**config.mk**
```make
export PLATFORM = sky130hd
export DESIGN_NAME = qslerp_front
export DESIGN_NICKNAME = d
export VERILOG_FILES = /design/src/rtl/qslerp_pkg.sv /design/src/rtl/qslerp_front.sv
export SDC_FILE = /design/constraint.sdc
export NUM_CORES = 2
export LEC_CHECK = 0
export BUFFER_PORTS_ARGS = -buffer_cell sky130_fd_sc_hd__buf_2
export CORE_MARGIN = 2
export CORE_UTILIZATION = 45
export DETAILED_ROUTE_END_ITERATION = 10
export SYNTH_ARGS = -nofsm -noshare
export SYNTH_HDL_FRONTEND = slang
export SYNTH_SLANG_ARGS = --single-unit
```
**constraint.sdc**
```tcl
create_clock -name clk -period 10.95 [get_ports clk]
set_input_delay 0 -clock clk [delete_from_list [all_inputs] [get_ports clk]]
set_output_delay 0 -clock clk [all_outputs]
set_load 0.1 [all_outputs]
```
**src/rtl/qslerp_pkg.sv**
```systemverilog
package qslerp_pkg;

  // request queue between front and back
  localparam int QDEPTH = 8;
  localparam int QAW    = $clog2(QDEPTH);
  localparam int QCW    = $clog2(QDEPTH + 1);

  // iteration counts
  localparam int STEPS    = 30;  // CORDIC micro-rotations
  localparam int SQ_STEPS = 31;  // square root, one result bit per stage
  localparam int DV_STEPS = 18;  // overflow check plus 17 quotient bits

  localparam logic [16:0]        T_ONE        = 17'd65536;
  localparam logic [14:0]        THRESH_RESET = 15'd32752;
  localparam logic signed [33:0] GAIN_INV     = 34'sd652032874;

  // back pipeline stage map
  localparam int S_P0  = 0;
  localparam int S_P1  = 1;
  localparam int S_SQ  = 2;
  localparam int S_CV  = S_SQ + SQ_STEPS;
  localparam int S_TH  = S_CV + STEPS;
  localparam int S_SN  = S_TH + 1;
  localparam int S_NP  = S_SN + STEPS;
  localparam int S_NS  = S_NP + 1;
  localparam int S_DV  = S_NS + 1;
  localparam int S_OUT = S_DV + DV_STEPS;
  localparam int NST   = S_OUT + 1;

  // arctan(2^-i), scale 2^30 rad
  localparam logic [29:0] ATAN_Q30 [STEPS] = '{
    30'd843314857, 30'd497837829, 30'd263043837, 30'd133525159, 30'd67021687,
    30'd33543516, 30'd16775851, 30'd8388437, 30'd4194283, 30'd2097149,
    30'd1048576, 30'd524288, 30'd262144, 30'd131072, 30'd65536, 30'd32768,
    30'd16384, 30'd8192, 30'd4096, 30'd2048, 30'd1024, 30'd512, 30'd256,
    30'd128, 30'd64, 30'd32, 30'd16, 30'd8, 30'd4, 30'd2
  };

  typedef logic signed [15:0] q15_t;
  typedef logic signed [16:0] q15x_t;

  // classified request as queued between front and back
  typedef struct packed {
    q15_t  [3:0] s;
    q15x_t [3:0] e;
    logic  [16:0] t;
    logic         neg;
    logic         lin;
    logic  [29:0] c;
  } qent_t;

  // fields riding along the back pipeline
  typedef struct packed {
    q15_t  [3:0] s;
    q15x_t [3:0] e;
    logic  [16:0] t;
    logic         neg;
    logic         lin;
    logic  [29:0] c;
    q15_t  [3:0] lo;
    logic  [30:0] sn;
  } carry_t;

endpackage

```
**src/rtl/qslerp_front.sv**
```systemverilog
module qslerp_front import qslerp_pkg::*; (
  input  logic           clk,
  input  logic           rst,
  input  logic           push,
  output logic           full,
  input  q15_t           start_x,
  input  q15_t           start_y,
  input  q15_t           start_z,
  input  q15_t           start_w,
  input  q15_t           end_x,
  input  q15_t           end_y,
  input  q15_t           end_z,
  input  q15_t           end_w,
  input  logic [16:0]    fraction,
  input  logic           cfg_we,
  input  logic [14:0]    cfg_wdata,
  input  logic [QCW-1:0] q_count,
  output logic           q_wr,
  output qent_t          q_wdata
);

  logic [14:0]         thr;
  logic                accept;
  logic [QCW:0]        occ;
  q15_t                in_s [4];
  q15_t                in_e [4];
  logic                va;
  q15_t                sa [4];
  q15_t                ea [4];
  logic [16:0]         ta;
  logic signed [31:0]  pa [4];
  logic signed [33:0]  dot;
  logic signed [33:0]  dabs;
  logic                dneg;
  logic                dlin;
  q15x_t               en [4];
  logic                vb;

  // threshold register
  always_ff @(posedge clk) begin
    if (rst) begin
      thr <= THRESH_RESET;
    end else if (cfg_we) begin
      thr <= cfg_wdata;
    end
  end

  // admission: queue level plus requests still in the front stages
  assign occ    = (QCW+1)'(q_count) + (QCW+1)'(va) + (QCW+1)'(vb);
  assign full   = (occ >= (QCW+1)'(QDEPTH));
  assign accept = push && !full;

  assign in_s[0] = start_x;
  assign in_s[1] = start_y;
  assign in_s[2] = start_z;
  assign in_s[3] = start_w;
  assign in_e[0] = end_x;
  assign in_e[1] = end_y;
  assign in_e[2] = end_z;
  assign in_e[3] = end_w;

  // stage A: component products, clamped fraction
  always_ff @(posedge clk) begin
    if (rst) va <= 1'b0;
    else     va <= accept;
  end

  always_ff @(posedge clk) begin
    for (int k = 0; k < 4; k++) begin
      sa[k] <= in_s[k];
      ea[k] <= in_e[k];
      pa[k] <= in_s[k] * in_e[k];
    end
    ta <= (fraction > T_ONE) ? T_ONE : fraction;
  end

  // dot sum, sign fold, path choice
  always_comb begin
    dot  = 34'(pa[0]) + 34'(pa[1]) + 34'(pa[2]) + 34'(pa[3]);
    dneg = dot[33];
    dabs = dneg ? -dot : dot;
    dlin = dabs > $signed({4'b0, thr, 15'b0});
    for (int k = 0; k < 4; k++) begin
      en[k] = dneg ? -17'(ea[k]) : 17'(ea[k]);
    end
  end

  // stage B: classified request toward the queue
  always_ff @(posedge clk) begin
    if (rst) vb <= 1'b0;
    else     vb <= va;
  end

  always_ff @(posedge clk) begin
    for (int k = 0; k < 4; k++) begin
      q_wdata.s[k] <= sa[k];
      q_wdata.e[k] <= en[k];
    end
    q_wdata.t   <= ta;
    q_wdata.neg <= dneg;
    q_wdata.lin <= dlin;
    q_wdata.c   <= dabs[29:0];
  end

  assign q_wr = vb;

  a_room: assert property (@(posedge clk) disable iff (rst)
    occ <= (QCW+1)'(QDEPTH))
    else $error("front admitted more requests than the queue holds");

endmodule

```
---- Word level (Yosys, flattened, before mapping) ----
Memories as Yosys holds them, arrays and structs flattened. A register that Yosys moved wholly into a read port is not among the register bits.
Index checks and enable logic that the tools add are counted.
storage, ports and cells
  memory bits (writable) .................. 256
  bits in registers ....................... 151
  input bits .............................. 168
  output and inout bits ................... 183
  memory bits (read-only) ................. 0
  memories kept ........................... 3
  bits in latches ......................... 0
memory list
  name  words  width  rd ports  clocked after Yosys merged registers in  write ports  line                text
  pa    4      32     4         0                                        4            qslerp_front.sv:31  logic signed [31:0] pa [4];
  ea    4      16     4         0                                        4            qslerp_front.sv:29  q15_t ea [4];
  sa    4      16     4         4                                        4            qslerp_front.sv:28  q15_t sa [4];
operators by class
  eq/ne operators ......................... 0
  shifts and indexed selects .............. 0
  divide/modulo/power cells ............... 0
  multiplexer cells ....................... 5
  reduce and logical (&&, ||, !) cells .... 2
  bitwise logic cells ..................... 0
  multipliers ............................. 4
  order comparisons ....................... 3
  add/sub/neg operators ................... 10
operators with widths
  kind                                                                count
  multiplier 16 x 16 -> 32 bit                                        4
  2-to-1 mux 17 bit                                                   4
  negation 16 -> 17 bit                                               4
  adder 33 x 32 -> 34 bit                                             1
  adder 34 x 32 -> 34 bit                                             1
  greater-than comparator 34 x 31 -> 1 bit                            1
  2-to-1 mux 34 bit                                                   1
  negation 34 bit                                                     1
  adder 32 x 32 -> 33 bit                                             1
  greater-than comparator 17 bit (second input constant)              1
  adder 4 x 1 -> 5 bit                                                1
  adder 5 x 1 -> 5 bit                                                1
  greater-or-equal comparator 5 x 4 -> 1 bit (second input constant)  1
  logical AND 1 bit                                                   1
  zero test 1 bit                                                     1

---- Logic depth before layout (Yosys ltp) ----
  word-level depth ........................ 6
  gate-level depth with buffers ........... 27
  mapped depth without buffers ............ 26

---- Worst setup path after synthesis ----
OpenSTA, ideal clock, no wires.
  path type ............................... input -> register
  start point ............................. input port start_w[10]
  end point ............................... memory pa[3][25]
  setup time .............................. 72 ps
  path buffers ............................ 1
  setup slack ............................. 4,691 ps
  required time ........................... 10,878 ps
  arrival ................................. 6,187 ps
  stages on the path ...................... 25
  path through ............................ clkbuf_1 nand2_1 fa_1 inv_1 fa_1 inv_1 fa_1 fa_1 inv_1 fa_1 inv_1 fa_1 inv_1 ha_1 a21o_1 a21o_1 a21oi_1 o21ai_0 a2111oi_0 o21bai_1 and3_1 o41ai_1 o21bai_1 a21oi_1 xnor2_1
RTL lines
  element             line                text
  start: declaration  qslerp_front.sv:9   input q15_t start_w,
  end: declaration    qslerp_front.sv:31

==> results.md <==
- Data on the critical path arrives at its endpoint at a little under 8 ns.
- The final hold violation count is 0.
- The worst hold-check path type is in -> reg.
- Detailed placement ended at an HPWL of around 110 mm.
- Of the post-synthesis cell area, the dominant cell type holds 0.406.
- The later-pin clock latency in the skew report is about 0.67 ns.
- For this configuration, the core starts out at a cell density of 0.452.
- The tool flagged a number of max-cap violations equal to 0.
- The first global-routing pass estimated 230 mm of wire.
- The share of async-settable or async-resettable flops after synthesis is 0.
- The final layout net count is 7763.
- Dividing the detail-routed via count by the number of cells gives 4.97.
- For this design, the CTS-stage hold fixing added 191 buffers.
- The cell area that synthesis handed to floorplanning was 54900 sq um.
- The count of mapped cells out of synthesis is 5659.
- Relative to the synthesized area, the layout overhead comes to 12.8%.
- In the final routed layout, each cell accounts on average for 17.8 um.
- The critical path is of the in -> reg type.
- The port buffer count is 350.
- The maximum clock frequency is 139 MHz.
- The number of cells upsized or downsized after cts is 0.
- Dividing the synthesized area by the synthesized cell count gives ~9.7 sq um.
- For the finished layout, the period the worst path requires is just over 7 ns.
- The core region is 121000 sq um.
- Global routing finished with a remaining overflow of 0.
- The total track usage is 0.232.
- The horizontal die dimension is between 300 and 400 um.
- The share of the Yosys chip area taken by registers is 0.172.
- The type of element capturing the critical path is a register.
- Detailed routing inserted a total of 38646 vias.
- Across the routed clock network, the largest skew measured is approximately 0.023 ns.
- In this run the count of I/O pins placed on the die edge is 351.
- The fraction of the core area covered by cells at the end of the flow is 0.510.
- The most used flip-flop cell after synthesis is dfxtp_1.
- Setup repair after global routing left no endpoint under its margin.
- The count of routing violations after the opening detailed-route iteration is 1777.
- Setup violations remaining at the end of the flow were counted as 0.
- The number of global-route vias before repair came to roughly 42000.
- The maximum number of buffers from clock root to sink is 3.
- The count of yosys warnings during synthesis is 0.
- The vertical die dimension is 353 um.
- The post-synth net total is 7323.
- The number of slew-limit violations in the final report is 0.
- The actual slew at the worst max-slew pin is 0.967 ns.
- By area the synthesized netlist is led by fa_1 41%, dfxtp_1 17%, inv_1 8.8%, ha_1 8.7%, and2_1 4.8%.
- The clock transition at the registers of the reported paths is 0.06 ns.
- Of the cells placed in the final design, the portion with a size suffix greater than 1 is 0.0788.
- The required arrival time at the worst endpoint is 11.53 ns.
- The worst setup path is launched from a primary input.
- The biggest area contributor in the post-synthesis netlist is fa_1.
- The number of clock sinks seen by CTS is 471.
- The row count is 128.
- The worst relative slew slack is 0.339.
- Counting flops with a built-in enable in the synthesized netlist gives 0.
- Synthesis inferred 471 register bits.
- The number of different library cells used by synthesis comes to 89.
- The number of antenna diodes in the final layout is 0.
- The flow ran to the end, and the final reports show no timing, DRC or antenna violations.
- The floorplan step defined a die boundary enclosing roughly 120000 sq um.
- The maximum number of pins on one net before global-route repair is 51.
- Setup total negative slack on the finished layout was measured at 0 ns.
- The post-CTS setup-driven buffer insertion count is 0.
- For this run, design rule violations remaining after detail routing come to 0.
- The count of nets left with antenna violations once routing finished came out at 0.
- By count the netlist is led by 1293 x inv_1, 1114 x fa_1, 672 x nand2_1.
- The clock buffer count from CTS is between 50 and 60.
- The total wire length after detailed routing is 139 mm.
- The peak fanout along the critical path is 17.
- Among all cell types in the netlist, the one instantiated most often is inv_1.
- The initial antenna violation count came to 3.
- The ratio of final minimum period to clock period is 0.655.
- TritonCTS built the clock tree.
- The cell at the root of the clock tree is clkbuf_16.
- For this run, the detailed router's first-pass iteration total came to 8.
- CTS built an H-tree with a depth of 2.
- At the end of routability-driven placement, the weighted congestion stood at 0.884.
==> cell type report <==
cell class              instances  area [sq um]
inverters                    1294          4860
multi-input cells            3732         40000
fillers                     11348         59500
well taps                    1625          2030
clock inverters                32           368
clock buffers                  70          1520
flip-flops and latches        471          9430
repair buffers                545          3690
==> flip-flops by register name (all words and copies together), names as in the netlist <==
register and count:
q_wr 1, pa 128, q_wdata 181, ea 64, sa 64, va 1
ta 17, thr 15
==> layout by cell type, fill, tap and decap left out, drive strengths merged, types with 16 or more instances in the layout <==
cell            n
a211oi         18
a21o           63
a21oi          99
and2          419
buf           354
clkbuf         70
dfxtp         471
dlygate4sd3   191
fa           1114
ha            382
inv          1305
nand2         672
nand2b         71
nand3          43
nand4          16
nor2          132
nor2b          37
nor3           42
o211ai         25
o21a           20
o21ai         104
o21bai         22
o31ai          25
o41ai          20
or3            19
xnor2         187
xor2           58
==> layer usage <==
layer | wire [um] | share of wire | GRT usage
met1 | 62200 | 0.45 | 0.318
met2 | 66900 | 0.48 | 0.390
met3 | 6300 | 0.045 | 0.0279
met4 | 3180 | 0.023 | 0.0586
met5 | 13 | 0.000094 | 0
==> final timing paths <==
kind                                    from            to  slack (ns)  cells after the start
worst max-delay path             start_w[10]     pa[3][25]        3.78                     26
worst min-delay path            fraction[16]        ta[16]        0.11                      2
worst max register to register      pa[3][1]   q_wdata[30]        4.22                     26
worst min register to register      sa[2][3]  q_wdata[152]        0.32                      0
==> per-stage QoR <==
stage / area [sq um] / hold WS [ns] / cells / setup WS (ns)
6_report: 61900 / 0.108 / 7769 / 3.78
2_1_floorplan: 54900 / 0.0277 / 5659 / 4.69
4_1_cts: 61900 / 0.0469 / 7769 / 3.95
3_3_place_gp: 58100 / 0.229 / 7476 / 3.93
3_5_place_dp: 58100 / 0.225 / 7476 / 3.80
5_1_grt: 61900 / 0.109 / 7769 / 3.37
==> logic make-up after synthesis <==
logic type	synth area share
adders and majority gates	0.493
xor gates and xnor gates	0.0392
and+or+nand+nor	0.135
buffers and inverters	0.0998
muxes	0.00109
DFF	0.172
AOI/OAI and AO/OA	0.0596
==> worst max-delay path, stage by stage <==
cell and delay, ns:
dlygate4sd3_1 0.56, buf_2 0.32, nand2_1 0.13, fa_1 0.56
inv_1 0.06, fa_1 0.52, inv_1 0.05, fa_1 0.50
fa_1 0.56, inv_1 0.05, fa_1 0.47, inv_1 0.05
fa_1 0.47, inv_1 0.04, ha_1 0.35, a21o_1 0.20
a21o_1 0.17, a21oi_1 0.29, o21ai_0 0.18, a2111oi_0 0.87
o21bai_1 0.20, and3_1 0.25, o41ai_1 0.45, o21bai_1 0.10
a21oi_1 0.19, xnor2_1 0.13
Power is not shown: default switching activity piles up to over one toggle a cycle in this logic, so the estimate is an artifact.
