<file path="config.mk">
export PLATFORM = sky130hd
export DESIGN_NAME = qslerp_fifo
export DESIGN_NICKNAME = d
export VERILOG_FILES = /design/src/rtl/qslerp_pkg.sv /design/src/rtl/qslerp_fifo.sv
export SDC_FILE = /design/constraint.sdc
export NUM_CORES = 1
export LEC_CHECK = 0
export BUFFER_PORTS_ARGS = -buffer_cell sky130_fd_sc_hd__buf_2
export CORE_ASPECT_RATIO = 0.7
export CORE_MARGIN = 3
export CORE_UTILIZATION = 54
export DETAILED_ROUTE_END_ITERATION = 16
export GPL_ROUTABILITY_DRIVEN = 0
export PLACE_DENSITY_LB_ADDON = 0.3
export RECOVER_POWER = 25
export SETUP_SLACK_MARGIN = 0.5
export SLEW_MARGIN = 20
export SYNTH_ARGS = -nofsm -noshare
export SYNTH_HDL_FRONTEND = slang
export SYNTH_SLANG_ARGS = --single-unit
</file>
<file path="constraint.sdc">
create_clock -name clk -period 14.9 [get_ports clk]
set_input_delay 1.49 -clock clk [delete_from_list [all_inputs] [get_ports clk]]
set_output_delay 1.49 -clock clk [all_outputs]
set_load 0.01 [all_outputs]
</file>
<file path="src/rtl/qslerp_pkg.sv">
package qslerp_pkg;

  // request queue between front and back
  localparam int QDEPTH = 8;
  localparam int QAW    = $clog2(QDEPTH);
  localparam int QCW    = $clog2(QDEPTH + 1);

  // iteration counts
  localparam int STEPS    = 30;  // CORDIC micro-rotations
  localparam int SQ_STEPS = 31;  // square root, one result bit per stage
  localparam int DV_STEPS = 18;  // overflow check plus 17 quotient bits

  localparam logic [16:0]        T_ONE        = 17'd65536;
  localparam logic [14:0]        THRESH_RESET = 15'd32752;
  localparam logic signed [33:0] GAIN_INV     = 34'sd652032874;

  // back pipeline stage map
  localparam int S_P0  = 0;
  localparam int S_P1  = 1;
  localparam int S_SQ  = 2;
  localparam int S_CV  = S_SQ + SQ_STEPS;
  localparam int S_TH  = S_CV + STEPS;
  localparam int S_SN  = S_TH + 1;
  localparam int S_NP  = S_SN + STEPS;
  localparam int S_NS  = S_NP + 1;
  localparam int S_DV  = S_NS + 1;
  localparam int S_OUT = S_DV + DV_STEPS;
  localparam int NST   = S_OUT + 1;

  // arctan(2^-i), scale 2^30 rad
  localparam logic [29:0] ATAN_Q30 [STEPS] = '{
    30'd843314857, 30'd497837829, 30'd263043837, 30'd133525159, 30'd67021687,
    30'd33543516, 30'd16775851, 30'd8388437, 30'd4194283, 30'd2097149,
    30'd1048576, 30'd524288, 30'd262144, 30'd131072, 30'd65536, 30'd32768,
    30'd16384, 30'd8192, 30'd4096, 30'd2048, 30'd1024, 30'd512, 30'd256,
    30'd128, 30'd64, 30'd32, 30'd16, 30'd8, 30'd4, 30'd2
  };

  typedef logic signed [15:0] q15_t;
  typedef logic signed [16:0] q15x_t;

  // classified request as queued between front and back
  typedef struct packed {
    q15_t  [3:0] s;
    q15x_t [3:0] e;
    logic  [16:0] t;
    logic         neg;
    logic         lin;
    logic  [29:0] c;
  } qent_t;

  // fields riding along the back pipeline
  typedef struct packed {
    q15_t  [3:0] s;
    q15x_t [3:0] e;
    logic  [16:0] t;
    logic         neg;
    logic         lin;
    logic  [29:0] c;
    q15_t  [3:0] lo;
    logic  [30:0] sn;
  } carry_t;

endpackage

</file>
<file path="src/rtl/qslerp_fifo.sv">
module qslerp_fifo import qslerp_pkg::*; (
  input  logic           clk,
  input  logic           rst,
  input  logic           wr,
  input  qent_t          wdata,
  input  logic           rd,
  output qent_t          rdata,
  output logic           empty,
  output logic [QCW-1:0] count
);

  qent_t          mem [QDEPTH];
  logic [QAW-1:0] wp;
  logic [QAW-1:0] rp;

  // storage
  always_ff @(posedge clk) begin
    if (wr) begin
      mem[wp] <= wdata;
    end
  end

  // pointers and fill level
  always_ff @(posedge clk) begin
    if (rst) begin
      wp    <= '0;
      rp    <= '0;
      count <= '0;
    end else begin
      if (wr) wp <= wp + QAW'(1);
      if (rd) rp <= rp + QAW'(1);
      count <= count + QCW'(wr) - QCW'(rd);
    end
  end

  assign rdata = mem[rp];
  assign empty = (count == '0);

  a_no_overflow: assert property (@(posedge clk) disable iff (rst)
    !(wr && !rd && count == QCW'(QDEPTH)))
    else $error("request queue overflow");

  a_no_underflow: assert property (@(posedge clk) disable iff (rst)
    !(rd && empty))
    else $error("request queue read while empty");

  a_level: assert property (@(posedge clk) disable iff (rst)
    count <= QCW'(QDEPTH))
    else $error("request queue level out of range");

endmodule

</file>
# --- After elaboration in Yosys (flattened, before gate mapping) ---
# Memory sizes are Yosys's and may differ from the RTL's. A register that Yosys moved wholly into a read port is not among the register bits.
# Cells that the tools add are included.
word_totals:
  wordCells: 13
  ram_bits: 1448
  ff_bits: 10
  n_memories: 1
  out_inout_bits: 186
mem_list:
  columns: ["name", "words", "width", "read_ports", "rd_clocked_by_memory_dff", "write_ports", "line_no", "text"]
  rows:
  - ["mem", 8, 181, 1, 1, 1, "qslerp_fifo.sv:12", "qent_t mem [QDEPTH];"]
classes:
  reduce_logical: 1
  muxes: 4
  n_addsub: 4
ops:
  columns: ["op", "n"]
  rows:
  - ["3-bit by 1-bit adder with 3-bit output (second input constant)", 2]
  - ["3-bit two-way mux", 2]
  - ["4-bit by 1-bit adder with 4-bit output", 1]
  - ["4-bit logical NOT", 1]
  - ["4-bit by 1-bit subtractor with 4-bit output", 1]
  - ["1-bit two-way mux", 2]

# --- Depth between registers and ports, before layout ---
# Gate-level depths: netlist (run 1).
depth:
  depth_word: 3
  mapped_depth: 8

# --- Worst setup path after synthesis (run 1) ---
# No wires, ideal clock.
synth_path:
  path_type: "input port to flip-flop"
  startpoint: "in wr"
  endpoint: "mem mem[0][0] (netlist bit) (enable)"
  slack_ns: 0.162
  t_required_ns: 13.956
  stages: 2
  path_buffers: 0
  arrival_ns: 13.794
  path_cell_list: "nand2b_1 > nor3_1"
synth_between:
  elab_chain_len: 2
synth_rtl:
  columns: ["item", "line_no", "text"]
  rows:
  - ["start: declaration", "qslerp_fifo.sv:4", "input logic wr,"]
  - ["1-bit two-way mux", "qslerp_fifo.sv:18", "if (wr) begin"]
  - ["1-bit two-way mux (not written as such)", "qslerp_fifo.sv:19", "mem[wp] <= wdata;"]
  - ["end: declaration", "qslerp_fifo.sv:12", null]
# Every way passes these cells.

==> summary.md, run 1 <==
| Metric | Value |
|---|---|
| Post-synth cell types | 23 |
| Most frequent cells in the layout | edfxtp_1 (1448), mux4_2 (362), buf_2 (243) |
| Largest net degree at the start of global routing | 108 |
| Die Y | 273 um |
| Hold path depth | 2 |
| PD cells | 139 nW/um2 |
| DP HPWL | 59200 um |
| Worst skew pair latency | 0.74 ns |
| Sequential area share after synthesis | 0.797 |
| CTS tree | done |
| Fmax | 153 MHz |
| Nets | 2804 |
| Die width | 387 um |
| Setup bufs post-CTS | 0 |
| Worst-path clk slew | 0.06 ns |
| Crit path DAT | 5.06 ns |
| Via count | 24179 |
| Row cnt | 97 |
| DR WL/cell | 26.8 um |
| Cts bufs inserted | 135 |
| Share of cells above drive strength 1 | 0.377 |
| Top Layer Used | met5 |
| CTS Buffer Depth | 3 |
| Clk root buf | clkbuf_16 |
| Synthesized flop and latch total | 1461 |
| Wire length on met3 | 8400 um |
| Final Max Slew Viols | 0 |
| Vias in the first global route | 25729 |
| Final setup fails | 0 |
| VDD IR max | 0.111 mV |
| Design Power | 8.69 mW |
| Post-route ant nets | 0 |
| # clock sinks | 1461 |
| Core area | 100000 um2 |
| Period minus WS final | 6.55 ns |
| DRT Pass-1 Iters | 5 |
| Tcrit/Tclk final | 0.440 |
| Area grow syn2layout | 13.9% |
| # IOs | 371 |
| Core Util, Final | 0.623 |
| Worst setup SP type | flop |
| Filler Cell Count | 6617 |
| Post-Synthesis Cells | 2159 |
| Worst slew pin tran | 1.11 ns |
| Sum Neg Setup Slack | 0 ns |
| Final WL | 109000 um |
| Post-synth top area cell | edfxtp_1 |
| Top cell type's share of synthesized area | 0.793 |
| Drt drc | 0 |
| Synth Net Count | 2352 |
| Die Area | 106000 um2 |
| Initial antenna violation count | 22 |
| Maximum Capacitance Violations | 0 |
| Pleak | 19.4 nW |
| R2r worst-path depth | 4 |
| Initial Util | 0.547 |
| Critical path fanouts, max | 107 |
| H-Tree Depth | 4 |
| Max_slew headroom | 0.261 |
| Average instance area after synthesis | 25.4 um2 |
| First-pass GRT wire length | 166000 um |
| Post-Syn Area | 54900 um2 |
| Initial DRC Count | 2130 |
| Area contributors post-synth | edfxtp_1 (79%), mux4_2 (15%), mux2_2 (3.7%), dfxtp_1 (0.47%), buf_6 (0.43%) |
| WS Path Type | flop to primary output |
| Met1 wire length | 43800 um |
| # resized after CTS | 0 |
| Congestion Overflow GR | 0 |
| Placed Instances | 3810 |
| Final Hold Violating Endpoints | 0 |
| Status | completed |
| Critical path data required time | 13.41 ns |
| Via density | 5.94 |
| Clk_skew | 0.0391 ns |
| Worst min path class | flop to flop |
| Total track usage | 0.212 |
| Yosys synthesis warning count | 0 |
| Post-Layout Cell Count | 4069 |
| Most common cell after layout, fill and taps aside | edfxtp_1 |
| Unrepaired setup endpoints after global routing | false |
| CTS Hold Bufs | 0 |
| Critical path capture point type | primary output |
| IO buf count | 370 |
| Met2 WL | 54800 um |
where the power goes:
group,switching (mW),internal [mW],total [mW]
clock network,1.44,1.97,3.41
registers,0.0340,4.61,4.64
logic,0.342,0.299,0.641
total,1.81,6.88,8.69
routing by layer:
metal,vias up,track usage
met5,-,0
met4,26,0.0612
met3,180,0.0548
met2,799,0.343
met1,12956,0.291
li1,10218,-
final timing paths:
path / startpoint / end / slack [ns]
worst min-delay path: wp[0] / wp[0] / 0.52
worst max register to register: wp[1] / mem[2][112] / 11.76
worst max-delay path: flop / rdata[93] / 8.35
worst min register to register: wp[0] / wp[0] / 0.52
state kept, by name (all words and copies together), names as in the netlist, named ones only:
register	flops
rp	3
count	4
wp	3
mem	1448
cells in the mapped netlist:
library cell / count
a21oi_1: 3
a31o_2: 1
and3_1: 1
buf_1: 4
buf_2: 37
buf_6: 21
clkbuf_1: 39
dfxtp_1: 13
edfxtp_1: 1448
fa_1: 1
ha_1: 7
inv_1: 7
mux2_2: 181
mux2i_1: 2
mux4_2: 362
nand2_1: 4
nand2b_1: 5
nand3_1: 1
nor2_1: 15
nor2b_1: 1
nor3_1: 2
xnor2_1: 1
xor2_1: 3
kinds of logic after synthesis:
group | after synthesis | synth area share
AOI/OAI and AO/OA | 4 | 0.000433
xor gates and xnor gates | 4 | 0.000639
adders and majority gates | 8 | 0.00196
buffers and inverters | 108 | 0.0111
DFF | 1461 | 0.797
muxes | 545 | 0.186
and+or+nand+nor | 29 | 0.00237
stage by stage:
step	hold slack (ns)	instance area (um2)	setup WS (ns)
after floorplan	0.475	54900	5.05
after global placement	0.483	58200	8.73
after detailed placement	0.513	58200	8.70
after CTS	0.522	62600	7.88
after global routing	0.547	62500	7.79
final	0.521	62500	8.35
final cells by class:
cell class | instances | area, um2 | area share
tap | 1336 | 1670 | 0.0267
inverter | 7 | 26.3 | 0.000420
timing repair buffer | 416 | 2050 | 0.0329
sequential | 1461 | 43800 | 0.700
clock inverter | 78 | 777 | 0.0124
clock buffer | 169 | 3610 | 0.0578
multi-input combinational | 590 | 10600 | 0.169
antenna | 12 | 30.0 | 0.000480
critical path, cell delays in order, from the launching register on:
cell,delay (ns)
dfxtp_4,0.84
buf_12,0.66
buf_4,0.80
buf_6,0.66
mux4_2,0.59
mux2_2,0.30
buf_2,0.15
Note: power is estimated with default switching activity, not from simulation.
==> run 2, diff against run 1 <==
CORE_UTILIZATION = 60   (was 54)
clock period = 6.8 ns   (was 14.9 ns; I/O delays follow)
==> run 2 against run 1 <==
  * Sequential share of layout area rose by 0.49 points
  * Non-clock buffer count decreased by 9
  * Via count is 0.70% lower
  * Sequential cell count is the same
  * Clock power is 100% higher
  * Final cell count is 3.2% lower
  * Register-to-register slack got worse by 7.7 ns
  * Critical path depth down 2
  * First-iteration DRC count increased by 11%
  * Combinational power grew 120%
  * Critical path type unchanged
  * Largest power group unchanged
  * Critical endpoint is now rdata[23]
  * Total power increased by 110%
  * Utilization rose by 6.4 points
==> summary.md, run 2 (synthesis gave the netlist of run 1 again) <==
| Metric | Value |
|---|---|
| Tcrit/Tclk final | 0.610 |
| Congestion Overflow GR | 0 (unchanged) |
| Internal Pwr Total | 14.6 mW (was 6.88 mW) |
| # resized after CTS | 0 (unchanged) |
| Worst-path clk slew | 0.06 ns (about the same) |
| Unrepaired setup endpoints after global routing | false (unchanged) |
| First-pass GRT wire length | 162000 um (was 166000 um) |
| Area grow syn2layout | 13.1% (was 13.9%) |
| Pleak | 19.3 nW (was 19.4 nW) |
| Core Util, Final | 0.687 (was 0.623) |
| Die Area | 95200 um2 (was 106000 um2) |
| Cts bufs inserted | 133 (was 135) |
| Hold path depth | 1 (was 2) |
| Drt drc | 0 (unchanged) |
| VDD IR max | 0.236 mV (was 0.111 mV) |
| Most frequent cells in the layout | edfxtp_1 (1448), mux4_2 (362), buf_2 (248) (was edfxtp_1 (1448), mux4_2 (362), buf_2 (243)) |
| DRT Pass-1 Iters | 5 (unchanged) |
| R2r setup slk | 4.02 ns (was 11.76 ns) |
| Worst slew pin tran | 1.08 ns (was 1.11 ns) |
| Maximum Capacitance Violations | 0 (unchanged) |
| Crit Reg-Reg Endpoint | mem[7][152] (was mem[2][112]) |
| Clk_skew | 0.0215 ns (was 0.0391 ns) |
| Status | completed (unchanged) |
| Die Y | 259 um (was 273 um) |
| Share of power burned in registers | 0.550 (was 0.534) |
| Final setup fails | 0 (unchanged) |
| Max_slew headroom | 0.280 (was 0.261) |
| Hold_sp | wdata[107] (was wp[0]) |
| Largest net degree at the start of global routing | 157 (was 108) |
| Core area | 90400 um2 (was 100000 um2) |
| Final WL | 107000 um (was 109000 um) |
| R2r worst-path depth | 4 (unchanged) |
| Total track usage | 0.231 (was 0.212) |
| Final Hold Violating Endpoints | 0 (unchanged) |
| Critical path capture point type | primary output (unchanged) |
| Initial antenna violation count | 30 (was 22) |
| CTS Hold Bufs | 0 (unchanged) |
| Max reg flops | 1448 (unchanged) |
| Design Power | 18.5 mW (was 8.69 mW) |
| Vias in the first global route | 25652 (was 25729) |
| # clock sinks | 1461 (unchanged) |
| Via count | 24009 (was 24179) |
| Sw frac | 0.210 (was 0.209) |
| Post-route ant nets | 0 (unchanged) |
| Setup bufs post-CTS | 0 (unchanged) |
| Worst min path class | input pin to flop (was flop to flop) |
| Via density | 6.10 (was 5.94) |
| P_sw | 3.88 mW (was 1.81 mW) |
| Clock power share | 0.373 (was 0.392) |
| Clk root buf | clkbuf_16 (unchanged) |
| Initial Util | 0.607 (was 0.547) |
| Worst setup SP type | flop (unchanged) |
| Initial DRC Count | 2362 (was 2130) |
| Period minus WS final | 4.15 ns |
| Crit path DAT | 3.47 ns (was 5.06 ns) |
| DR WL/cell | 27.3 um (was 26.8 um) |
| Die width | 367 um (was 387 um) |
| CTS Buffer Depth | 3 (unchanged) |
| Most flop-heavy register | mem (unchanged) |
| Top flop regs | mem: 1448 flops, count: 4 flops (unchanged) |
| H-Tree Depth | 4 (unchanged) |
| Row cnt | 92 (was 97) |
| WS Path Type | flop to primary output (unchanged) |
| Worst skew pair latency | 0.72 ns (was 0.74 ns) |
| DP HPWL | 57000 um (was 59200 um) |
| Critical path fanouts, max | 110 (was 107) |
| Most common cell after layout, fill and taps aside | edfxtp_1 (unchanged) |
| Reg-to-Reg Start | wp[1] (unchanged) |
| Hold Path Sink | mem[0][107] (was wp[0]) |
| Nets | 2793 (was 2804) |
| Final Max Slew Viols | 0 (unchanged) |
| Comb power frac | 0.077 (was 0.074) |
| Fmax | 241 MHz |
| PD cells | 298 nW/um2 (was 139 nW/um2) |
| IO buf count | 370 (unchanged) |
| Filler Cell Count | 5385 (was 6617) |
| # IOs | 371 (unchanged) |
| Share of cells above drive strength 1 | 0.376 (was 0.377) |
| Critical path data required time | 6.12 ns (was 13.41 ns) |
| CTS tree | done (unchanged) |
## run 2: cell types whose count changed in the layout (fill, tap and decap cells not counted), sizes merged
cell	delta
bufinv	-10
diode	+7
buf	-4
clkinv	-4
clkbuf	-3
clkinvlp	-1
inv	-1
## run 2: power by group through the flow
stage               Sequential [mW]  Clock [mW]  Combinational [mW]
finish                         10.2        6.90                1.41
global route                   10.2        7.43                1.52
CTS                            10.2        7.06                1.45
detailed placement             10.4           0                1.44
global placement               10.3           0                1.40
floorplan                      10.4           0               0.906
## run 2: worst max path at each step
stage / from / to / slack [ns] / cells past startpoint
2_1_floorplan: wr / mem[2][0] / -2.24 / 2
3_3_place_gp: flop / rdata[29] / 3.41 / 4
3_5_place_dp: flop / rdata[23] / 3.33 / 4
4_1_cts: flop / rdata[23] / 2.50 / 4
5_1_grt: flop / rdata[30] / 2.37 / 4
6_report: flop / rdata[23] / 2.65 / 4
## run 2: metrics by stage
stage	cell area [um2]	setup TNS [ns]	instances	hold WS [ns]	worst slack (ns)
after CTS	62200	0	3920	0.143	2.50
after global placement	58200	0	3687	0.483	3.41
after floorplan	54900	-2997.94	2159	0.475	-2.24
after global routing	62000	0	3931	0.206	2.37
after detailed placement	58200	0	3687	0.519	3.33
final	62100	0	3939	0.231	2.65
## run 2: worst max-delay path, cell delays in order, from the launching register on
cell and delay, ns:
dfxtp_4 0.78, buf_12 0.67, mux4_2 0.61, mux2_2 0.33
buf_2 0.16
## run 2: area by class of cell
class / count / area, um2 / area share
multi-input cells: 590 / 10600 / 0.170
clock buffers: 171 / 3570 / 0.0575
inverters: 7 / 26.3 / 0.000423
clock inverters: 62 / 413 / 0.00665
diodes: 19 / 47.5 / 0.000766
flip-flops and latches: 1461 / 43800 / 0.705
repair buffers: 407 / 2150 / 0.0347
well taps: 1222 / 1530 / 0.0246
## run 2: per-layer routing
| layer | GRT usage | wire length [um] |
|---|---|---|
| met3 | 0.0606 | 8450 |
| met2 | 0.372 | 54300 |
| met1 | 0.315 | 41900 |
| met4 | 0.0764 | 2630 |
| met5 | 0.00557 | 198 |
